File: config.mk
export PLATFORM = sky130hd
export DESIGN_NAME = fraction_reducer
export DESIGN_NICKNAME = d
export VERILOG_FILES = /design/src/rtl/fr_pkg.sv /design/src/rtl/fraction_reducer.sv /design/src/rtl/fr_divider.sv /design/src/rtl/fr_datapath.sv /design/src/rtl/fr_ctrl.sv
export SDC_FILE = /design/constraint.sdc
export NUM_CORES = 1
export LEC_CHECK = 0
export BUFFER_PORTS_ARGS = -buffer_cell sky130_fd_sc_hd__buf_2
export CAP_MARGIN = 20
export CORE_MARGIN = 2
export CORE_UTILIZATION = 52
export CTS_BUF_LIST = sky130_fd_sc_hd__clkbuf_4 sky130_fd_sc_hd__clkbuf_8 sky130_fd_sc_hd__clkbuf_16
export CTS_CLUSTER_SIZE = 12
export DETAILED_ROUTE_END_ITERATION = 16
export PLACE_DENSITY = 0.71
export SLEW_MARGIN = 0
export SYNTH_ARGS = -nofsm -noshare
export SYNTH_HDL_FRONTEND = slang
export SYNTH_SLANG_ARGS = --single-unit
File: constraint.sdc
create_clock -name clk -period 6.5 [get_ports clk]
set_input_delay 0.65 -clock clk [delete_from_list [all_inputs] [get_ports clk]]
set_output_delay 0.65 -clock clk [all_outputs]
set_load 0.02 [all_outputs]
File: src/rtl/fr_pkg.sv
// fr_pkg: shared types and constants for the fraction reducer.
// Item structs, divider operand selection, controller command/status groups.
// No dependencies.
package fr_pkg;

    localparam int DIV_W = 32;
    localparam int CNT_W = $clog2(DIV_W);

    localparam logic STATUS_OK   = 1'b0;
    localparam logic STATUS_DIV0 = 1'b1;

    typedef struct packed {
        logic signed [31:0] num_in;
        logic signed [31:0] den_in;
    } in_t;

    typedef struct packed {
        logic signed [32:0] num_out;
        logic [31:0]        den_out;
        logic               status;
    } out_t;

    typedef enum logic [1:0] {
        DIV_EUCLID,
        DIV_NUM,
        DIV_DEN
    } div_op_t;

    typedef struct packed {
        logic    load;
        logic    div_start;
        div_op_t div_op;
        logic    euc_update;
        logic    qn_store;
        logic    qd_store;
        logic    out_load;
    } cmd_t;

    typedef struct packed {
        logic err;
        logic y_zero;
        logic div_done;
        logic out_free;
    } stat_t;

endpackage

File: src/rtl/fraction_reducer.sv
// fraction_reducer: reduces num/den to lowest terms with a positive denominator.
// The Euclid remainder steps and the two exact divisions all run on the one shared divider,
// so one item is in work at a time; a zero denominator skips the divider. in_ready returns
// the cycle after the result is loaded, and loading waits while the output register is held.
// Reset (rst_n, async) clears the sequencer and output valid.
module fraction_reducer (
    input  logic         clk,
    input  logic         rst_n,
    input  logic         in_valid,
    output logic         in_ready,
    input  fr_pkg::in_t  in_item,
    output logic         out_valid,
    input  logic         out_ready,
    output fr_pkg::out_t out_item
);
    import fr_pkg::*;

    cmd_t  cmd;
    stat_t stat;

    fr_ctrl u_ctrl (
        .clk      (clk),
        .rst_n    (rst_n),
        .in_valid (in_valid),
        .in_ready (in_ready),
        .stat     (stat),
        .cmd      (cmd)
    );

    fr_datapath u_dp (
        .clk       (clk),
        .rst_n     (rst_n),
        .in_item   (in_item),
        .cmd       (cmd),
        .stat      (stat),
        .out_valid (out_valid),
        .out_ready (out_ready),
        .out_item  (out_item)
    );

endmodule

File: src/rtl/fr_divider.sv
// fr_divider: restoring unsigned divider, one quotient bit per cycle.
// Operands latched on start; done is high for a single cycle, registered together with the last bit.
// Depends on fr_pkg.
module fr_divider (
    input  logic                     clk,
    input  logic                     rst_n,
    input  logic                     start,
    input  logic [fr_pkg::DIV_W-1:0] dividend,
    input  logic [fr_pkg::DIV_W-1:0] divisor,
    output logic                     done,
    output logic [fr_pkg::DIV_W-1:0] quotient,
    output logic [fr_pkg::DIV_W-1:0] remainder
);
    import fr_pkg::*;

    localparam logic [CNT_W-1:0] CNT_LAST = CNT_W'(DIV_W - 1);

    logic             busy_reg;
    logic             done_reg;
    logic [CNT_W-1:0] cnt_reg;
    logic [DIV_W-1:0] rem_reg;
    logic [DIV_W-1:0] quo_reg;
    logic [DIV_W-1:0] dvs_reg;

    logic [DIV_W:0]   rem_sh;
    logic [DIV_W+1:0] diff;
    logic             ge;
    logic [DIV_W-1:0] rem_next;
    logic [DIV_W-1:0] quo_next;

    always_comb
    begin
        rem_sh   = {rem_reg, quo_reg[DIV_W-1]};
        diff     = {1'b0, rem_sh} - {2'b00, dvs_reg};
        ge       = ~diff[DIV_W+1];
        rem_next = ge ? diff[DIV_W-1:0] : rem_sh[DIV_W-1:0];
        quo_next = {quo_reg[DIV_W-2:0], ge};
    end

    always_ff @(posedge clk or negedge rst_n)
    begin
        if (!rst_n)
        begin
            busy_reg <= 1'b0;
            done_reg <= 1'b0;
            cnt_reg  <= '0;
        end
        else
        begin
            done_reg <= 1'b0;
            if (start)
            begin
                busy_reg <= 1'b1;
                cnt_reg  <= '0;
            end
            else if (busy_reg)
            begin
                cnt_reg <= cnt_reg + CNT_W'(1);
                if (cnt_reg == CNT_LAST)
                begin
                    busy_reg <= 1'b0;
                    done_reg <= 1'b1;
                end
            end
        end
    end

    always_ff @(posedge clk)
    begin
        if (start)
        begin
            rem_reg <= '0;
            quo_reg <= dividend;
            dvs_reg <= divisor;
        end
        else if (busy_reg)
        begin
            rem_reg <= rem_next;
            quo_reg <= quo_next;
        end
    end

    assign done      = done_reg;
    assign quotient  = quo_reg;
    assign remainder = rem_reg;

    a_start_idle: assert property (@(posedge clk) disable iff (!rst_n)
        start |-> !busy_reg)
        else $error("divider started while busy");

    a_done_once: assert property (@(posedge clk) disable iff (!rst_n)
        done_reg |-> (!busy_reg && !$past(done_reg)))
        else $error("divider done pulse malformed");

endmodule

File: src/rtl/fr_datapath.sv
// fr_datapath: operand magnitudes, Euclid registers, quotients and output register.
// Driven by fr_ctrl commands; instantiates fr_divider. Depends on fr_pkg.
module fr_datapath (
    input  logic          clk,
    input  logic          rst_n,
    input  fr_pkg::in_t   in_item,
    input  fr_pkg::cmd_t  cmd,
    output fr_pkg::stat_t stat,
    output logic          out_valid,
    input  logic          out_ready,
    output fr_pkg::out_t  out_item
);
    import fr_pkg::*;

    logic [DIV_W-1:0] n_mag_reg;
    logic [DIV_W-1:0] d_mag_reg;
    logic             neg_reg;
    logic             err_reg;
    logic [DIV_W-1:0] x_reg;
    logic [DIV_W-1:0] y_reg;
    logic [DIV_W-1:0] qn_reg;
    logic [DIV_W-1:0] qd_reg;
    out_t             out_reg;
    logic             out_valid_reg;

    logic [DIV_W-1:0] num_u;
    logic [DIV_W-1:0] den_u;
    logic [DIV_W-1:0] n_mag_next;
    logic [DIV_W-1:0] d_mag_next;
    logic [DIV_W-1:0] div_a;
    logic [DIV_W-1:0] div_b;
    logic             div_done;
    logic [DIV_W-1:0] div_q;
    logic [DIV_W-1:0] div_r;
    out_t             out_next;

    always_comb
    begin
        num_u      = in_item.num_in;
        den_u      = in_item.den_in;
        n_mag_next = num_u[DIV_W-1] ? (~num_u + DIV_W'(1)) : num_u;
        d_mag_next = den_u[DIV_W-1] ? (~den_u + DIV_W'(1)) : den_u;
    end

    always_comb
    begin
        case (cmd.div_op)
            DIV_EUCLID:
            begin
                div_a = x_reg;
                div_b = y_reg;
            end
            DIV_NUM:
            begin
                div_a = n_mag_reg;
                div_b = x_reg;
            end
            DIV_DEN:
            begin
                div_a = d_mag_reg;
                div_b = x_reg;
            end
            default:
            begin
                div_a = x_reg;
                div_b = y_reg;
            end
        endcase
    end

    fr_divider u_div (
        .clk       (clk),
        .rst_n     (rst_n),
        .start     (cmd.div_start),
        .dividend  (div_a),
        .divisor   (div_b),
        .done      (div_done),
        .quotient  (div_q),
        .remainder (div_r)
    );

    // sign goes onto the numerator; zero numerator stays non-negative
    always_comb
    begin
        if (err_reg)
        begin
            out_next.num_out = '0;
            out_next.den_out = '0;
            out_next.status  = STATUS_DIV0;
        end
        else
        begin
            out_next.num_out = (neg_reg && (qn_reg != '0)) ? (33'sd0 - $signed({1'b0, qn_reg}))
                                                          : $signed({1'b0, qn_reg});
            out_next.den_out = qd_reg;
            out_next.status  = STATUS_OK;
        end
    end

    always_ff @(posedge clk)
    begin
        if (cmd.load)
        begin
            n_mag_reg <= n_mag_next;
            d_mag_reg <= d_mag_next;
            neg_reg   <= num_u[DIV_W-1] ^ den_u[DIV_W-1];
            err_reg   <= (d_mag_next == '0);
            x_reg     <= n_mag_next;
            y_reg     <= d_mag_next;
        end
        else if (cmd.euc_update)
        begin
            x_reg <= y_reg;
            y_reg <= div_r;
        end
        if (cmd.qn_store)
        begin
            qn_reg <= div_q;
        end
        if (cmd.qd_store)
        begin
            qd_reg <= div_q;
        end
        if (cmd.out_load)
        begin
            out_reg <= out_next;
        end
    end

    always_ff @(posedge clk or negedge rst_n)
    begin
        if (!rst_n)
        begin
            out_valid_reg <= 1'b0;
        end
        else if (cmd.out_load)
        begin
            out_valid_reg <= 1'b1;
        end
        else if (out_ready)
        begin
            out_valid_reg <= 1'b0;
        end
    end

    assign stat.err      = err_reg;
    assign stat.y_zero   = (y_reg == '0);
    assign stat.div_done = div_done;
    assign stat.out_free = !out_valid_reg || out_ready;
    assign out_valid     = out_valid_reg;
    assign out_item      = out_reg;

    a_no_overwrite: assert property (@(posedge clk) disable iff (!rst_n)
        cmd.out_load |-> (!out_valid_reg || out_ready))
        else $error("output register overwritten");

    a_gcd_nonzero: assert property (@(posedge clk) disable iff (!rst_n)
        (cmd.div_start && cmd.div_op != DIV_EUCLID) |-> (x_reg != '0))
        else $error("exact division by zero divisor");

    a_err_flag: assert property (@(posedge clk) disable iff (!rst_n)
        cmd.load |=> (err_reg == (d_mag_reg == '0)))
        else $error("error flag disagrees with denominator");

endmodule

File: src/rtl/fr_ctrl.sv
// fr_ctrl: sequencer for Euclid's loop and the two exact divisions.
// Issues fr_pkg::cmd_t to fr_datapath, reads fr_pkg::stat_t. Depends on fr_pkg.
module fr_ctrl (
    input  logic          clk,
    input  logic          rst_n,
    input  logic          in_valid,
    output logic          in_ready,
    input  fr_pkg::stat_t stat,
    output fr_pkg::cmd_t  cmd
);
    import fr_pkg::*;

    typedef enum logic [2:0] {
        S_IDLE,
        S_CHECK,
        S_EUC_WAIT,
        S_QN_WAIT,
        S_QD_START,
        S_QD_WAIT,
        S_OUT
    } state_t;

    state_t state_reg;
    state_t state_next;

    always_comb
    begin
        state_next     = state_reg;
        cmd.load       = 1'b0;
        cmd.div_start  = 1'b0;
        cmd.div_op     = DIV_EUCLID;
        cmd.euc_update = 1'b0;
        cmd.qn_store   = 1'b0;
        cmd.qd_store   = 1'b0;
        cmd.out_load   = 1'b0;
        in_ready       = 1'b0;
        case (state_reg)
            S_IDLE:
            begin
                in_ready = 1'b1;
                if (in_valid)
                begin
                    cmd.load   = 1'b1;
                    state_next = S_CHECK;
                end
            end
            S_CHECK:
            begin
                if (stat.err)
                begin
                    state_next = S_OUT;
                end
                else if (stat.y_zero)
                begin
                    cmd.div_start = 1'b1;
                    cmd.div_op    = DIV_NUM;
                    state_next    = S_QN_WAIT;
                end
                else
                begin
                    cmd.div_start = 1'b1;
                    cmd.div_op    = DIV_EUCLID;
                    state_next    = S_EUC_WAIT;
                end
            end
            S_EUC_WAIT:
            begin
                if (stat.div_done)
                begin
                    cmd.euc_update = 1'b1;
                    state_next     = S_CHECK;
                end
            end
            S_QN_WAIT:
            begin
                if (stat.div_done)
                begin
                    cmd.qn_store = 1'b1;
                    state_next   = S_QD_START;
                end
            end
            S_QD_START:
            begin
                cmd.div_start = 1'b1;
                cmd.div_op    = DIV_DEN;
                state_next    = S_QD_WAIT;
            end
            S_QD_WAIT:
            begin
                if (stat.div_done)
                begin
                    cmd.qd_store = 1'b1;
                    state_next   = S_OUT;
                end
            end
            S_OUT:
            begin
                if (stat.out_free)
                begin
                    cmd.out_load = 1'b1;
                    state_next   = S_IDLE;
                end
            end
            default:
            begin
                state_next = S_IDLE;
            end
        endcase
    end

    always_ff @(posedge clk or negedge rst_n)
    begin
        if (!rst_n)
        begin
            state_reg <= S_IDLE;
        end
        else
        begin
            state_reg <= state_next;
        end
    end

endmodule
# [After elaboration in Yosys (flattened, before gate mapping)]
# Index checks and enable logic that the tools add are counted.
# Widths: inputs -> output; s select.
[word_totals] in_bits=68 elab_cells=100 ramBits=0 rom_bits=0 latch_bits=0 output_inout_bits=68 reg_bits=367 memories=0
[op_classes] magnitude_cmp=0 bitwise=5 multipliers=0 shift=0 mux=43 eq_ne=14 div=0 addsub=5 reduce_logical=13
[ops] cell="$mux 32" n=11
[ops] cell="$add 32x1->32 const B" n=2
[ops] cell="$logic_not 32->1" n=2
[ops] cell="$not 32->32" n=2
[ops] cell="$pmux 32 s2" n=1
[ops] cell="$sub 33x32->34" n=1
[ops] cell="$sub 1x32->33 const A" n=1
[ops] cell="$reduce_bool 32->1" n=1
[ops] cell="$mux 3" n=7
[ops] cell="$pmux 3 s7" n=1
[ops] cell="$mux 1" n=20
[ops] cell="$mux 5" n=2
[ops] cell="$eq 3x3->1 const B" n=3
[ops] cell="$eq 3x2->1 const B" n=2
[ops] cell="$ne 2x1->1 const B" n=3
[ops] cell="$pmux 3 s2" n=1
[ops] cell="$reduce_bool 2->1" n=3
[ops] cell="$add 5x1->5 const B" n=1
[ops] cell="$eq 5x5->1 const B" n=1
[ops] cell="$reduce_and 5->1" n=1
[ops] cell="$ne 2x2->1 const B" n=2
[ops] cell="$reduce_or 2->1" n=2
[ops] cell="$eq 3x1->1 const B" n=1
[ops] cell="$logic_not 3->1" n=1
[ops] cell="7 further kinds" n=8

# [Logic depth before layout (Yosys ltp)]
[logic_depth] word_depth=7 ltp_mapped=13 depth_no_buf=12

# [By module]
# From an unflattened synthesis, not the netlist that was laid out.
[hier_totals] hier_cells=1542 area_unflattened_um2=18407.7
[modules_own_cells] module="fr_datapath" seq_area_each_um2=7832.5 cells_each=906 area_per_inst_um2=12156.7 n_inst=1
[modules_own_cells] module="fr_divider" seq_area_each_um2=2737.6 cells_each=598 area_per_inst_um2=5944.5 n_inst=1
[modules_own_cells] module="fr_ctrl" seq_area_each_um2=75.1 cells_each=38 area_per_inst_um2=306.5 n_inst=1

# [Worst setup path before layout]
# OpenSTA, ideal clock, no wires.
[synth_timing] path_kind="register -> register" startpoint="reg u_ctrl.state_reg[1]" endpoint="reg u_dp.x_reg[0] (enable)" required_ns=5.935 n_path_buf=1 stages_incl_launch_ff=4 synth_period_minus_slack_ns=5.688 t_arrival_ns=5.123 setup_ns=0.565 path_slack_ns=0.812 cell_sequence="dfrtp_1 clkbuf_1 mux2i_1 nor3_1"
[synth_between] elab_chain_len=3 word_cells_on_any_way=5 cone_classes="eq/ne: 1; mux: 2; reduce/logical: 2"
[synth_rtl] element="start: declaration" line="fr_ctrl.sv:23" rtl="state_t state_reg;"
[synth_rtl] element="start signal: assignment" line="fr_ctrl.sv:119" rtl="state_reg <= state_next;"
[synth_rtl] element="$eq 3x2->1 / $logic_not 3->1 (equally long branches)" line="fr_ctrl.sv:37" rtl="case (state_reg)"
[synth_rtl] element="$mux 1" line="fr_ctrl.sv:37"
[synth_rtl] element="$reduce_bool 2->1 (no source line) *"
[synth_rtl] element="end signal: assignment" line="fr_datapath.sv:108" rtl="x_reg <= n_mag_next;"
[synth_rtl] element="end signal: assignment" line="fr_datapath.sv:113" rtl="x_reg <= y_reg;"
[synth_rtl] element="end: declaration" line="fr_datapath.sv:19" rtl="logic [DIV_W-1:0] x_reg;"
# Mark *: on every way between the ends. The rest lies on a longest branch, timed or not.
# A chain may end at the register's enable or synchronous reset.

# [Final worst setup path]
[layout_timing] startpoint="in in_item[12] (netlist bit)" endpoint="reg u_dp.err_reg (data pin)"
[layout_between] elab_chain_len=4
[layout_rtl] element="start: declaration" line="fraction_reducer.sv:11" rtl="input fr_pkg::in_t in_item,"
[layout_rtl] element="$not 32->32" line="fr_datapath.sv:42" rtl="d_mag_next = den_u[DIV_W-1] ? (~den_u + DIV_W'(1)) : den_u;"
[layout_rtl] element="$add 32x1->32" line="fr_datapath.sv:42"
[layout_rtl] element="$mux 32 *" line="fr_datapath.sv:42"
[layout_rtl] element="$logic_not 32->1 *" line="fr_datapath.sv:107" rtl="err_reg <= (d_mag_next == '0);"
[layout_rtl] element="end signal: assignment" line="fr_datapath.sv:107"
[layout_rtl] element="end: declaration" line="fr_datapath.sv:18" rtl="logic err_reg;"
# Marked as above.

==> flow_metrics.py <==
metrics = {
    "timing": {
        "rsz0062_at_grt": "no",
        "max_freq_mhz": 249,
        "fin_ws_ns": 2.48,
        "maxSlewViolCount": 0,
        "whs_ns": 0.345,
        "setup_tns_ns": 0,
        "setup_viol": 0,
        "min_period_over_period": 0.618,
        "final-hold-violation-count": 0,
        "final.setup_skew_ns": 0.0165,
        "slew_headroom": 0.283,
        "fin_crit_ns": 4.02,
        "worst_slew_pin_slew_ns": 1.08,
    },
    "synth": {
        "syn_inst": 1620,
        "synth_top_family_by_area": "simple AND/OR/NAND/NOR gates",
        "syn-num-nets": 1729,
        "synth-adder-area-share": 0.0289,
        "synth_cell_types": 67,
        "synth_compound_area_frac": 0.122,
        "synth_seq_cells": 367,
        "postSynth.asyncResetShare": 0.0300,
        "synthSimpleGateAreaFrac": 0.141,
        "synth_area_per_cell_um2": 11.1,
        "yosysMostFrequentCell": "edfxtp_1",
        "synth_xor_area_frac": 0.0565,
        "synth_area_um2": 18000,
        "synthTopCellsByArea": "edfxtp_1, nand2_1, dfxtp_1, o21ai_0, xnor2_1",
        "synth_ff_type": "edfxtp_1",
        "synth.top_cell.area_share": 0.541,
        "synthMuxAreaShare": 0.0273,
        "ys_seq_area_frac": 0.592,
        "netlist.top_cell.by_area": "edfxtp_1",
        "yosys_warnings": 0,
        "synth-edff-count": 324,
        "synth_common_cells": "edfxtp_1, nand2_1, o21ai_0",
    },
    "placed_design": {
        "gp_congestion": 0.998,
        "place_area_um2": 19100,
        "hpwlAfterDp_um": 32500,
        "place_ws_ns": 1.98,
        "dp_cells": 2149,
        "port_buffers": 135,
    },
    "power_and_ir_drop": {
        "power.density_nw_per_um2": 437,
        "cellLeakagePower_uw": 0.00764,
        "peakVddDrop_v": 0.000235,
    },
    "worst_setup_path": {
        "critPathSlowestCell": "or4_1",
        "crit_chain": "buf_2 > or4_1 > nor4_1 > nand4_1 > o21a_1 > xnor2_1 > nand4_1 > or4_1 > nor4_1",
        "crit_arrival_ns": 4.28,
        "max_stage_delay_ns": 0.63,
        "end_kind": "flop",
        "path_class": "in2reg",
        "crit_buf_inv": 1,
        "crit_required_ns": 6.76,
        "critPathTopFamily": "simple AND/OR/NAND/NOR gates",
        "start_kind": "input pin",
        "rrSetupSlack_ns": 2.51,
        "path_max_fanout": 5,
    },
    "cts": {
        "cts-htree-levels": 2,
        "clk_latency_ns": 0.54,
        "cts.clk_slew.worst_paths_ns": 0.06,
        "cts.sinks": 367,
        "cts_buffers": 40,
        "max-clock-path-buffers": 3,
        "cts_tree": "done",
        "cts_root_buf": "clkbuf_16",
        "post-cts-setup-buffer-count": 0,
    },
    "final_layout": {
        "layout.nets": 1846,
        "nFillCells": 2827,
        "register_area_um2": 10600,
        "fin_area_um2": 20300,
        "syn2layout_area_growth_pct": 12.9,
        "largest_reg_flops": 66,
        "layoutNonFillerInstCount": 2218,
        "drive_above_1_share": 0.156,
        "antennaDiodeCount": 0,
        "multi_input_area_um2": 6790,
    },
    "floorplanning": {
        "ioPinCount": 136,
        "die_h_um": 190,
        "start_util": 0.525,
        "rows": 68,
        "die-area_um2": 36100,
        "die_w_um": 190,
        "core_um2": 34300,
    },
    "route": {
        "vias": 13100,
        "dr.pass1.iters": 5,
        "dr.first_iter.drc_count": 1359,
        "post_drt_wl_per_cell_um": 20.8,
        "viasPerCell": 5.92,
        "ant_nets": 0,
        "wl_um": 46100,
        "drc": 0,
    },
    "min_path": {
        "hold_class": "in2reg",
    },
    "global_routing": {
        "antenna_found_initial": 2,
        "grt_max_degree": 97,
        "overflow": 0,
        "grt_pass1_vias": 12300,
        "grt_pass1_wl_um": 70600,
        "grt.total_usage": 0.254,
    },
    "flow_run": {
        "cap_viol_max_count": 0,
    },
    "run_status": {
        "status": "finished, final reports clean",
    },
}
-- cells in the final DEF (no fill, tap or decap), drive strengths merged, types with 50 or more instances in the layout --
master	netlist	layout
a21oi	81	81
buf	7	150
clkbuf	69	50
edfxtp	324	324
inv	76	76
nand2	252	252
nor2	108	108
o21ai	124	124
xnor2	66	66
xor2	50	50
-- where the power goes --
| part | internal [uW] | switching, uW | leakage, uW |
|---|---|---|---|
| sequential | 3350 | 469 | 0.00344 |
| combinational | 1080 | 1880 | 0.00360 |
| clock | 1200 | 911 | 0.000598 |
-- per-layer routing --
metal	GRT usage	vias to the layer above	wire length (um)
met5	0	-	0
met4	0.0713	0	1110
met3	0.0410	89	4280
met2	0.420	645	21900
met1	0.349	6268	18800
li1	-	6129	-
-- worst paths after layout --
check / start / to / cells past startpoint
worst max-delay path: in_item[12] / u_dp.err_reg / 9
max in group asynchronous: rst_n / u_dp.u_div.cnt_reg[2] / 2
worst min register to register: u_dp.u_div.quotient[24] / u_dp.qd_reg[24] / 0
worst min-delay path: in_item[0] / u_dp.d_mag_reg[0] / 1
min in group asynchronous: rst_n / u_dp.out_valid / 2
worst max register to register: u_dp.u_div.quotient[31] / u_dp.u_div.remainder[28] / 12
-- repair_timing --
action	in CTS	in global routing
hold buffers	1	0
resized for setup	0	0
hold endpoints to repair	11	0
-- logic make-up after synthesis --
group           Yosys count
xor+xnor                116
buf+inv                 154
compound gates          354
simple gates            544
mux                      44
flops                   367
fa+ha+maj                41
-- metrics by stage --
step | util | total power, uW
2_1_floorplan | - | 5800
3_3_place_gp | 0.557 | 6680
3_5_place_dp | 0.557 | 6740
4_1_cts | 0.593 | 8850
5_1_grt | 0.593 | 9350
6_report | 0.593 | 8880
-- final cells by class --
class | instances | share of cell area
inverters | 78 | 0.0145
clock inverters | 18 | 0.00603
multi-input cells | 1099 | 0.334
repair buffers | 151 | 0.0393
flip-flops and latches | 367 | 0.524
well taps | 455 | 0.0280
clock buffers | 50 | 0.0539
Power figures use the tool's default switching activity.
